<file path="config.mk">
export PLATFORM = sky130hd
export DESIGN_NAME = kdpq_cell
export DESIGN_NICKNAME = d
export VERILOG_FILES = /design/src/rtl/kdpq_pkg.sv /design/src/rtl/kdpq_cell.sv
export SDC_FILE = /design/constraint.sdc
export NUM_CORES = 1
export LEC_CHECK = 0
export ABC_AREA = 0
export BUFFER_PORTS_ARGS = -buffer_cell sky130_fd_sc_hd__buf_4
export CORE_MARGIN = 10
export CORE_UTILIZATION = 30
export DETAILED_ROUTE_END_ITERATION = 10
export MAX_ROUTING_LAYER = met4
export SETUP_SLACK_MARGIN = 0.2
export SYNTH_ARGS = -nofsm -noshare
export SYNTH_HDL_FRONTEND = slang
export SYNTH_SLANG_ARGS = --single-unit
</file>
<file path="constraint.sdc">
create_clock -name clk -period 4.8 [get_ports clk]
set_input_delay 0.48 -clock clk [delete_from_list [all_inputs] [get_ports clk]]
set_output_delay 0.48 -clock clk [all_outputs]
set_load 0.05 [all_outputs]
</file>
<file path="src/rtl/kdpq_pkg.sv">
// ----------------------------------------------------------------------------
// kdpq_pkg: shared types and constants
// Sizes, action and status codes, and the records passed along the cell chain.
// ----------------------------------------------------------------------------
package kdpq_pkg;

    localparam int CAPACITY      = 64;
    localparam int KEY_BITS      = 32;
    localparam int PRIORITY_BITS = 32;
    localparam int CNT_W         = $clog2(CAPACITY + 1);

    // stream payload layout
    localparam int ACTION_W  = 3;
    localparam int KEY_W     = 32;
    localparam int PRI_W     = 32;
    localparam int STATUS_W  = 3;
    localparam int OCC_W     = 7;
    localparam int S_KEY_LO  = ACTION_W;
    localparam int S_PRI_LO  = S_KEY_LO + KEY_W;
    localparam int S_DATA_W  = ((S_PRI_LO + PRI_W + 7) / 8) * 8;
    localparam int M_KEY_LO  = STATUS_W;
    localparam int M_PRI_LO  = M_KEY_LO + KEY_W;
    localparam int M_OCC_LO  = M_PRI_LO + PRI_W;
    localparam int M_USED_W  = M_OCC_LO + OCC_W;
    localparam int M_DATA_W  = ((M_USED_W + 7) / 8) * 8;

    typedef enum logic [ACTION_W-1:0] {
        ACT_INSERT  = 3'd0,
        ACT_REMOVE  = 3'd1,
        ACT_GET     = 3'd2,
        ACT_SET     = 3'd3,
        ACT_POP_MIN = 3'd4,
        ACT_POP_MAX = 3'd5
    } act_t;

    typedef enum logic [STATUS_W-1:0] {
        ST_OK      = 3'd0,
        ST_EXISTS  = 3'd1,
        ST_MISSING = 3'd2,
        ST_EMPTY   = 3'd3,
        ST_FULL    = 3'd4
    } status_t;

    typedef enum logic [2:0] {
        S_IDLE,
        S_WAVE,
        S_BUBBLE,
        S_APPEND,
        S_RESULT
    } state_t;

    typedef struct packed {
        logic [KEY_BITS-1:0]      key;
        logic [PRIORITY_BITS-1:0] pri;
    } entry_t;

    // search token walking the chain, one cell per cycle
    typedef struct packed {
        logic                live;
        act_t                mode;
        logic [KEY_BITS-1:0] key;
        logic                have;
        entry_t              best;
    } wave_t;

    // broadcast controls from the sequencer
    typedef struct packed {
        logic   mark;
        logic   append;
        entry_t req;
    } ctl_t;

endpackage

</file>
<file path="src/rtl/kdpq_cell.sv">
// ----------------------------------------------------------------------------
// kdpq_cell: one slot of the age-ordered entry chain
// Holds one entry, passes the search token on, and shifts a removal hole up.
// ----------------------------------------------------------------------------
module kdpq_cell (
    input  logic             clk,
    input  logic             rst_n,
    input  kdpq_pkg::ctl_t   ctl,
    input  logic             nxt_valid,
    input  kdpq_pkg::entry_t nxt_data,
    input  logic             prv_valid,
    input  logic             prv_hole,
    input  kdpq_pkg::wave_t  wave_in,
    output logic             valid,
    output logic             hole,
    output kdpq_pkg::entry_t data,
    output kdpq_pkg::wave_t  wave_out
);

    logic             valid_reg, valid_next;
    logic             hole_reg, hole_next;
    kdpq_pkg::entry_t data_reg, data_next;
    kdpq_pkg::wave_t  wave_reg, wave_next;
    logic             hit;

    always_comb
    begin
        valid_next = valid_reg;
        hole_next  = hole_reg;
        data_next  = data_reg;
        if (ctl.mark && valid_reg && data_reg.key == ctl.req.key)
        begin
            hole_next = 1'b1;
        end
        // hole takes the upper neighbor, or dies at the last occupied cell
        if (hole_reg)
        begin
            if (nxt_valid)
            begin
                data_next = nxt_data;
            end
            else
            begin
                valid_next = 1'b0;
            end
            hole_next = 1'b0;
        end
        if (prv_hole && valid_reg)
        begin
            hole_next = 1'b1;
        end
        if (ctl.append && !valid_reg && prv_valid)
        begin
            valid_next = 1'b1;
            data_next  = ctl.req;
        end

        hit = 1'b0;
        if (wave_in.live && valid_reg)
        begin
            unique case (wave_in.mode)
                kdpq_pkg::ACT_POP_MIN: hit = !wave_in.have || data_reg.pri <= wave_in.best.pri;
                kdpq_pkg::ACT_POP_MAX: hit = !wave_in.have || data_reg.pri > wave_in.best.pri;
                default:               hit = data_reg.key == wave_in.key;
            endcase
        end
        wave_next = wave_in;
        if (hit)
        begin
            wave_next.have = 1'b1;
            wave_next.best = data_reg;
        end
    end

    always_ff @(posedge clk or negedge rst_n)
    begin
        if (!rst_n)
        begin
            valid_reg <= 1'b0;
            hole_reg  <= 1'b0;
            wave_reg  <= '0;
        end
        else
        begin
            valid_reg <= valid_next;
            hole_reg  <= hole_next;
            wave_reg  <= wave_next;
        end
    end

    always_ff @(posedge clk)
    begin
        data_reg <= data_next;
    end

    assign valid    = valid_reg;
    assign hole     = hole_reg;
    assign data     = data_reg;
    assign wave_out = wave_reg;

endmodule

</file>
[Word level (Yosys, flattened, before mapping)]
Index checks and enable logic that the tools add are counted.
Storage, ports and cells
  register bits: 167
  input port bits: 236
  output and inout port bits: 167
  logic and storage cells: 43
Cells by class
  magnitude comparators: 2
  eq/ne operators: 5
  muxes and demuxes: 12
  reduce and logical (&&, ||, !) cells: 14
Operators by type and width (number)
  2-to-1 mux 64 bit: 3
  2-to-1 mux 65 bit: 1
  == test 32 bit: 2
  greater-than comparator 32 bit: 1
  less-or-equal comparator 32 bit: 1
  2-to-1 mux 1 bit: 7
  == test 3 bit, second input constant: 2
  logical AND 1 bit: 6
  AND reduction 2 bit: 2
  nonzero test 2 bit: 2
  zero test 1 bit: 2
  logical OR 1 bit: 2
  != test 2 x 1 -> 1 bit, second input constant: 1
  case mux 1 bit (2 select lines): 1

[Longest topological paths before layout]
Gate-level depths: netlist of run 1.
  depth after elaboration: 5
  depth in mapped cells: 12
  gate-level depth less buffers: 9

[Least setup slack after synthesis of run 1]
Ideal clock, no wire load.
  path type: register -> register
  from: register valid_reg (netlist: valid)
  to: register data_reg, in the netlist data[0] (enable)
  setup time: 0.689 ns
  arrival time: 2.674 ns
  slack: 1.437 ns
  stages on the path, launching flop included: 5
  path buffers: 2
  clock period less this slack: 3.363 ns
  path through: dfrtp_1 -> nand3b_1 -> clkbuf_1 -> clkbuf_1 -> nand2_1
Between the ends
  word-level cells in the longest chain between the ends: 5
RTL lines
  start, declared: line kdpq_cell.sv:20  | logic valid_reg, valid_next;
  start signal, assigned: line kdpq_cell.sv:85  | valid_reg <= valid_next;
  zero test 1 bit (*): line kdpq_cell.sv:52  | if (ctl.append && !valid_reg && prv_valid)
  logical AND 1 bit (*) (2 in series): line kdpq_cell.sv:52
  nonzero test 2 bit (no source line)
  AND reduction 2 bit (no source line) (*)
  end signal, assigned: line kdpq_cell.sv:93  | data_reg <= data_next;
  end, declared: line kdpq_cell.sv:22  | kdpq_pkg::entry_t data_reg, data_next;
Mark *: on every way between the ends. The rest lies on a longest branch, timed or not.
A chain may end at the register's enable or synchronous reset.

==> results.sh, run 1 <==
export IMPL_clk_root_buffer_cell="clkbuf_16"
export IMPL_timing_fmax_mhz=253
export IMPL_hp_class="input pin to asynchronous set/reset pin"
export IMPL_area_growth_pct=34.1
export IMPL_pwr_density_cell_nw_per_um2=380
export IMPL_dpl_cell_count=1911
export IMPL_synth_edf_count=64
export IMPL_slew_violations=0
export IMPL_cts_hold_buf=0
export IMPL_crit_buf_inv=0
export IMPL_final_cell_mix="413 x buf_4, 103 x dfrtp_1, 101 x inv_1"
export IMPL_grt_pass1_vias=10894
export IMPL_netlist_area_leader_share_pct=22.9
export IMPL_syn_inst=1108
export IMPL_grt_setup_unrepaired="false"
export IMPL_layout_min_cycle_time_ps=3950
export IMPL_viasPerCell=5.53
export IMPL_die_y_um=214
export IMPL_ys_ff_latch=167
export IMPL_clock_sinks=167
export IMPL_ant_nets=0
export IMPL_syn_avg_cell_area_um2=10.2
export IMPL_netlist_area_um2=11300
export IMPL_dpl_hpwl_um=32900
export IMPL_max_stage_delay_ps=560
export IMPL_tightest_slew_ps=1060
export IMPL_die_x_um=214
export IMPL_final_common_cell="buf_4"
export IMPL_relSlewSlack_pct=29.1
export IMPL_core_area_um2=36900
export IMPL_grt_overflow=0
export IMPL_p_leak_nw=6.53
export IMPL_postCtsResizedCells=0
export IMPL_crit_type="flop to flop"
export IMPL_endpoint_kind="flop"
export IMPL_fin_tns_setup_ps=0
export IMPL_crit_fanout=64
export IMPL_pin_count=403
export IMPL_cpLargestDelayFamily="simple AND/OR/NAND/NOR gates"
export IMPL_period_share_pct=82.2
export IMPL_instances_no_fill=1945
export IMPL_num_rows=70
export IMPL_synth_cell_types=47
export IMPL_postCtsSetupBuffers=0
export IMPL_drt_wl_total_um=48300
export IMPL_clkLatencyLatePin_ps=460
export IMPL_start_util_pct=30.6
export IMPL_finalClockSkew_ps=15.0
export IMPL_ctsHtreeMaxLevel=4
export IMPL_required_ps=5120
export IMPL_n_fill_cell=3604
export IMPL_setup_worst_path_start_class="flop"
export IMPL_largest_register_ffs=101
export IMPL_io_buffers=402
export IMPL_drive_above_1_share_pct=36.5
export IMPL_ys_warn_count=0
export IMPL_cp_cell_sequence="ha_1, nand4_1, nor4_2, nand2_1, a22oi_2, and2_4, nand2_8, o311ai_1"
export IMPL_die_area_um2=45700
export IMPL_grt_usage_pct=20.9
export IMPL_num_vias=10764
export IMPL_grt_pass1_wl_um=70200
export IMPL_gp_congestion=0.843
export IMPL_drc=0
export IMPL_tritoncts="done"
export IMPL_clk_pin_slew_worst_paths_ps=70
export IMPL_fin_nets=1694
export IMPL_synth_main_ff_cell="dfrtp_1"
export IMPL_drt_iter0_markers=792
export IMPL_hold_violations=0
export IMPL_cts_buffers=17
export IMPL_arrival_ps=4270
export IMPL_setup_violations_final=0
export IMPL_seq_area_frac_synth_pct=39.9
export IMPL_ys_async_sr_fraction_pct=61.7
export IMPL_synth_area_top_cells="dfrtp_1 23%, edfxtp_1 17%, mux2_2 6.4%, a311oi_1 5.0%, a32oi_1 5.0%"
export IMPL_ir_drop_mv=0.246
export IMPL_grt_max_degree=140
export IMPL_wl_per_cell_um=24.8
export IMPL_antenna_found_initial=2
export IMPL_drt_pass1_iterations=6
export IMPL_cp_slowest_cell="and2_4"
export IMPL_syn_nets=1376
export IMPL_maxCapViolCount=0
export IMPL_synth_top_cell_by_area="dfrtp_1"
export IMPL_outcome="completed"
export IMPL_clockBufferDepth=2
[metrics by stage]
step                total power (W)  setup WS, ps  cell area, um^2  util [%]  hold WS [ps]
detailed placement          0.00432           712            14500      39.4           591
CTS                         0.00579           826            15100      41.0          98.4
finish                      0.00574           854            15100      41.0          84.7
global route                0.00599           570            15100      41.0           112
floorplan                   0.00342          1440            11300         -           184
global placement            0.00430           752            14500      39.4           591
[where the power goes]
group / internal [W] / switching [W]
combinational: 0.000727 / 0.00157
sequential: 0.00173 / 0.000252
clock: 0.000779 / 0.000684
[final timing paths]
check / from / depth (start not counted) / slack (ps) / end
worst max-delay path: data[15] / 8 / 850 / wave_out[40]
worst min-delay path: rst_n / 1 / 80 / wave_out[40]
worst max register to register: data[15] / 8 / 850 / wave_out[40]
worst min register to register: data[13] / 2 / 640 / wave_out[13]
max in group asynchronous: rst_n / 2 / 3380 / wave_out[62]
min in group clk: wave_in[95] / 1 / 140 / wave_out[95]
[per-layer routing]
| metal | share of wire [%] | vias to the layer above | track usage [%] |
|---|---|---|---|
| li1 | - | 4932 | - |
| met1 | 41 | 5306 | 25.9 |
| met2 | 50 | 485 | 34.6 |
| met3 | 6.9 | 41 | 3.78 |
| met4 | 1.8 | 0 | 5.57 |
| met5 | 0 | - | - |
[final cells by class]
type	count	area [um^2]	area share [%]
Multi-Input combinational cell	723	5850	38.7
Clock buffer	17	425	2.82
Inverter	101	379	2.51
Clock inverter	15	165	1.09
Tap cell	504	631	4.17
Timing Repair Buffer	416	3150	20.9
Antenna cell	2	5.00	0.0331
Sequential cell	167	4500	29.8
[cells by family (layout without fill, tap and decap cells)]
| logic type | after synthesis | count (layout) | share of synthesized area [%] |
|---|---|---|---|
| compound gates | 349 | 349 | 24.2 |
| buf+inv | 218 | 549 | 8.47 |
| simple gates | 214 | 214 | 12.4 |
| flops | 167 | 167 | 39.9 |
| xor+xnor | 64 | 64 | 4.98 |
| mux | 64 | 64 | 6.40 |
| fa+ha+maj | 32 | 32 | 3.55 |
| other cells | 0 | 2 | 0 |
[synthesized netlist by cell type, types with 2 or more instances]
cell type / number
dfrtp_1: 103
xnor2_1: 20
a32oi_1: 64
buf_4: 5
a311oi_1: 64
and3_1: 64
nand2_1: 10
nand4_1: 15
a21boi_0: 33
ha_1: 32
clkbuf_1: 83
a2111oi_0: 31
and2_1: 66
inv_1: 101
mux2_2: 64
buf_6: 13
o21a_1: 2
edfxtp_1: 64
a21o_1: 3
nand3_1: 2
o221ai_1: 2
a21oi_1: 75
xor2_1: 44
buf_2: 16
nand3b_1: 35
nor4_1: 12
o21ai_0: 2
o311ai_1: 64
(Power assumes the default switching activity.)
==> run 2, diff against run 1 <==
==> constraint.sdc (replaced) <==
create_clock -name clk -period 4.15 [get_ports clk]
set_input_delay 0.415 -clock clk [delete_from_list [all_inputs] [get_ports clk]]
set_output_delay 0.415 -clock clk [all_outputs]
set_load 0.05 [all_outputs]
==> results.sh, run 2 (synthesized netlist as in run 1, its figures left out) <==
export IMPL_slew_violations=0
export IMPL_wl_per_cell_um=24.7
export IMPL_fin_tns_setup_ps=0
export IMPL_clk_pin_slew_worst_paths_ps=80
export IMPL_die_x_um=214
export IMPL_final_common_cell="buf_4"
export IMPL_pwr_density_cell_nw_per_um2=435
export IMPL_cts_buffers=17
export IMPL_final_util_pct=41.1
export IMPL_crit_type="flop to flop"
export IMPL_hp_start="wave_in[76]"
export IMPL_layout_min_cycle_time_ps=3520
export IMPL_setup_worst_path_start_class="flop"
export IMPL_hold_path_end="wave_out[76]"
export IMPL_drc=0
export IMPL_ir_drop_mv=0.276
export IMPL_viasPerCell=5.58
export IMPL_reg2reg_slack_ps=630
export IMPL_final_seq_area_um2=4500
export IMPL_clockBufferDepth=2
export IMPL_postCtsResizedCells=0
export IMPL_worstSetupStartpoint="data[32]"
export IMPL_drive_above_1_share_pct=36.7
export IMPL_core_area_um2=36900
export IMPL_rr_startpoint="data[32]"
export IMPL_clkLatencyLatePin_ps=450
export IMPL_die_y_um=214
export IMPL_drt_pass1_iterations=5
export IMPL_outcome="completed"
export IMPL_p_leak_nw=6.55
export IMPL_gp_congestion=0.827
export IMPL_required_ps=4450
export IMPL_r2r_cells=8
export IMPL_crit_fanout=64
export IMPL_largest_register_ffs=101
export IMPL_pin_count=403
export IMPL_grt_pass1_wl_um=70100
export IMPL_grt_overflow=0
export IMPL_die_area_um2=45700
export IMPL_grt_pass1_vias=10640
export IMPL_maxCapViolCount=0
export IMPL_io_buffers=402
export IMPL_start_util_pct=30.6
export IMPL_ctsHtreeMaxLevel=4
export IMPL_area_growth_pct=34.5
export IMPL_clk_root_buffer_cell="clkbuf_16"
export IMPL_period_share_pct=84.8
export IMPL_drt_wl_total_um=48100
export IMPL_whs_path_depth=1
export IMPL_hold_violations=0
export IMPL_drt_iter0_markers=921
export IMPL_setup_violations_final=0
export IMPL_ant_nets=0
export IMPL_endpoint_kind="flop"
export IMPL_num_vias=10888
export IMPL_final_cell_mix="418 x buf_4, 103 x dfrtp_1, 101 x inv_1"
export IMPL_timing_fmax_mhz=284
export IMPL_multiInputGateArea_um2=5850
export IMPL_worstReg2RegEnd="wave_out[40]"
export IMPL_finalClockSkew_ps=17.2
export IMPL_grt_usage_pct=20.9
export IMPL_clock_sinks=167
export IMPL_grt_setup_unrepaired="false"
export IMPL_relSlewSlack_pct=30.8
export IMPL_hp_class="input pin to flop"
export IMPL_num_rows=70
export IMPL_dpl_hpwl_um=33400
export IMPL_n_fill_cell=3624
export IMPL_fin_nets=1701
export IMPL_tritoncts="done"
export IMPL_arrival_ps=3820
export IMPL_antenna_found_initial=2
export IMPL_tightest_slew_ps=1040
export IMPL_grt_max_degree=132
-- run 2: repair_timing --
item | CTS | global route
hold buffers | 1 | 0
buffers inserted | 0 | 0
endpoints found under the hold margin | 33 | 0
-- run 2: per-layer routing --
layer / up-vias / global-route usage, % / routed length, um / share of wire, %
met5: - / - / 0 / 0
met4: 0 / 4.47 / 548 / 1.1
met3: 32 / 3.71 / 3170 / 6.6
met2: 449 / 34.1 / 23900 / 50
met1: 5456 / 26.6 / 20500 / 43
li1: 4951 / - / - / -
-- run 2: worst max-delay path, cell delays in order (launching register included) --
cell and delay [ps]:
edfxtp_1 490, xor2_1 260, nor4_1 760, nand4_1 260, o22ai_4 190, buf_4 600, a21boi_0 230, a311oi_1 280
o311ai_1 160
-- run 2: per-stage QoR --
stage	std cells	instance area [um^2]	power [W]	worst slack [ps]	hold WS, ps
final	1952	15200	0.00660	631	79.2
after global routing	1952	15200	0.00689	455	51.0
after CTS	1950	15100	0.00666	731	51.8
after detailed placement	1917	14600	0.00502	679	420
after global placement	1917	14600	0.00500	689	403
after floorplan	1108	11300	0.00395	787	119
-- run 2: cell type report --
class                   instances  area share [%]
flip-flops and latches        167            29.7
clock inverters                15           0.917
well taps                     504            4.16
diodes                          2          0.0330
inverters                     101            2.50
multi-input cells             723            38.6
clock buffers                  17            2.81
repair buffers                423            21.2
-- run 2: worst max path at each step --
stage | end | slack [ps] | cells after the start
after floorplan | data[0] | 790 | 4
after global placement | wave_out[7] | 690 | 11
after detailed placement | wave_out[60] | 680 | 10
after CTS | wave_out[26] | 730 | 8
after global routing | wave_out[18] | 460 | 9
final | wave_out[40] | 630 | 8
-- run 2: where the power goes --
part           switching [W]  internal (W)
combinational        0.00184      0.000861
sequential          0.000282       0.00201
clock               0.000817      0.000794
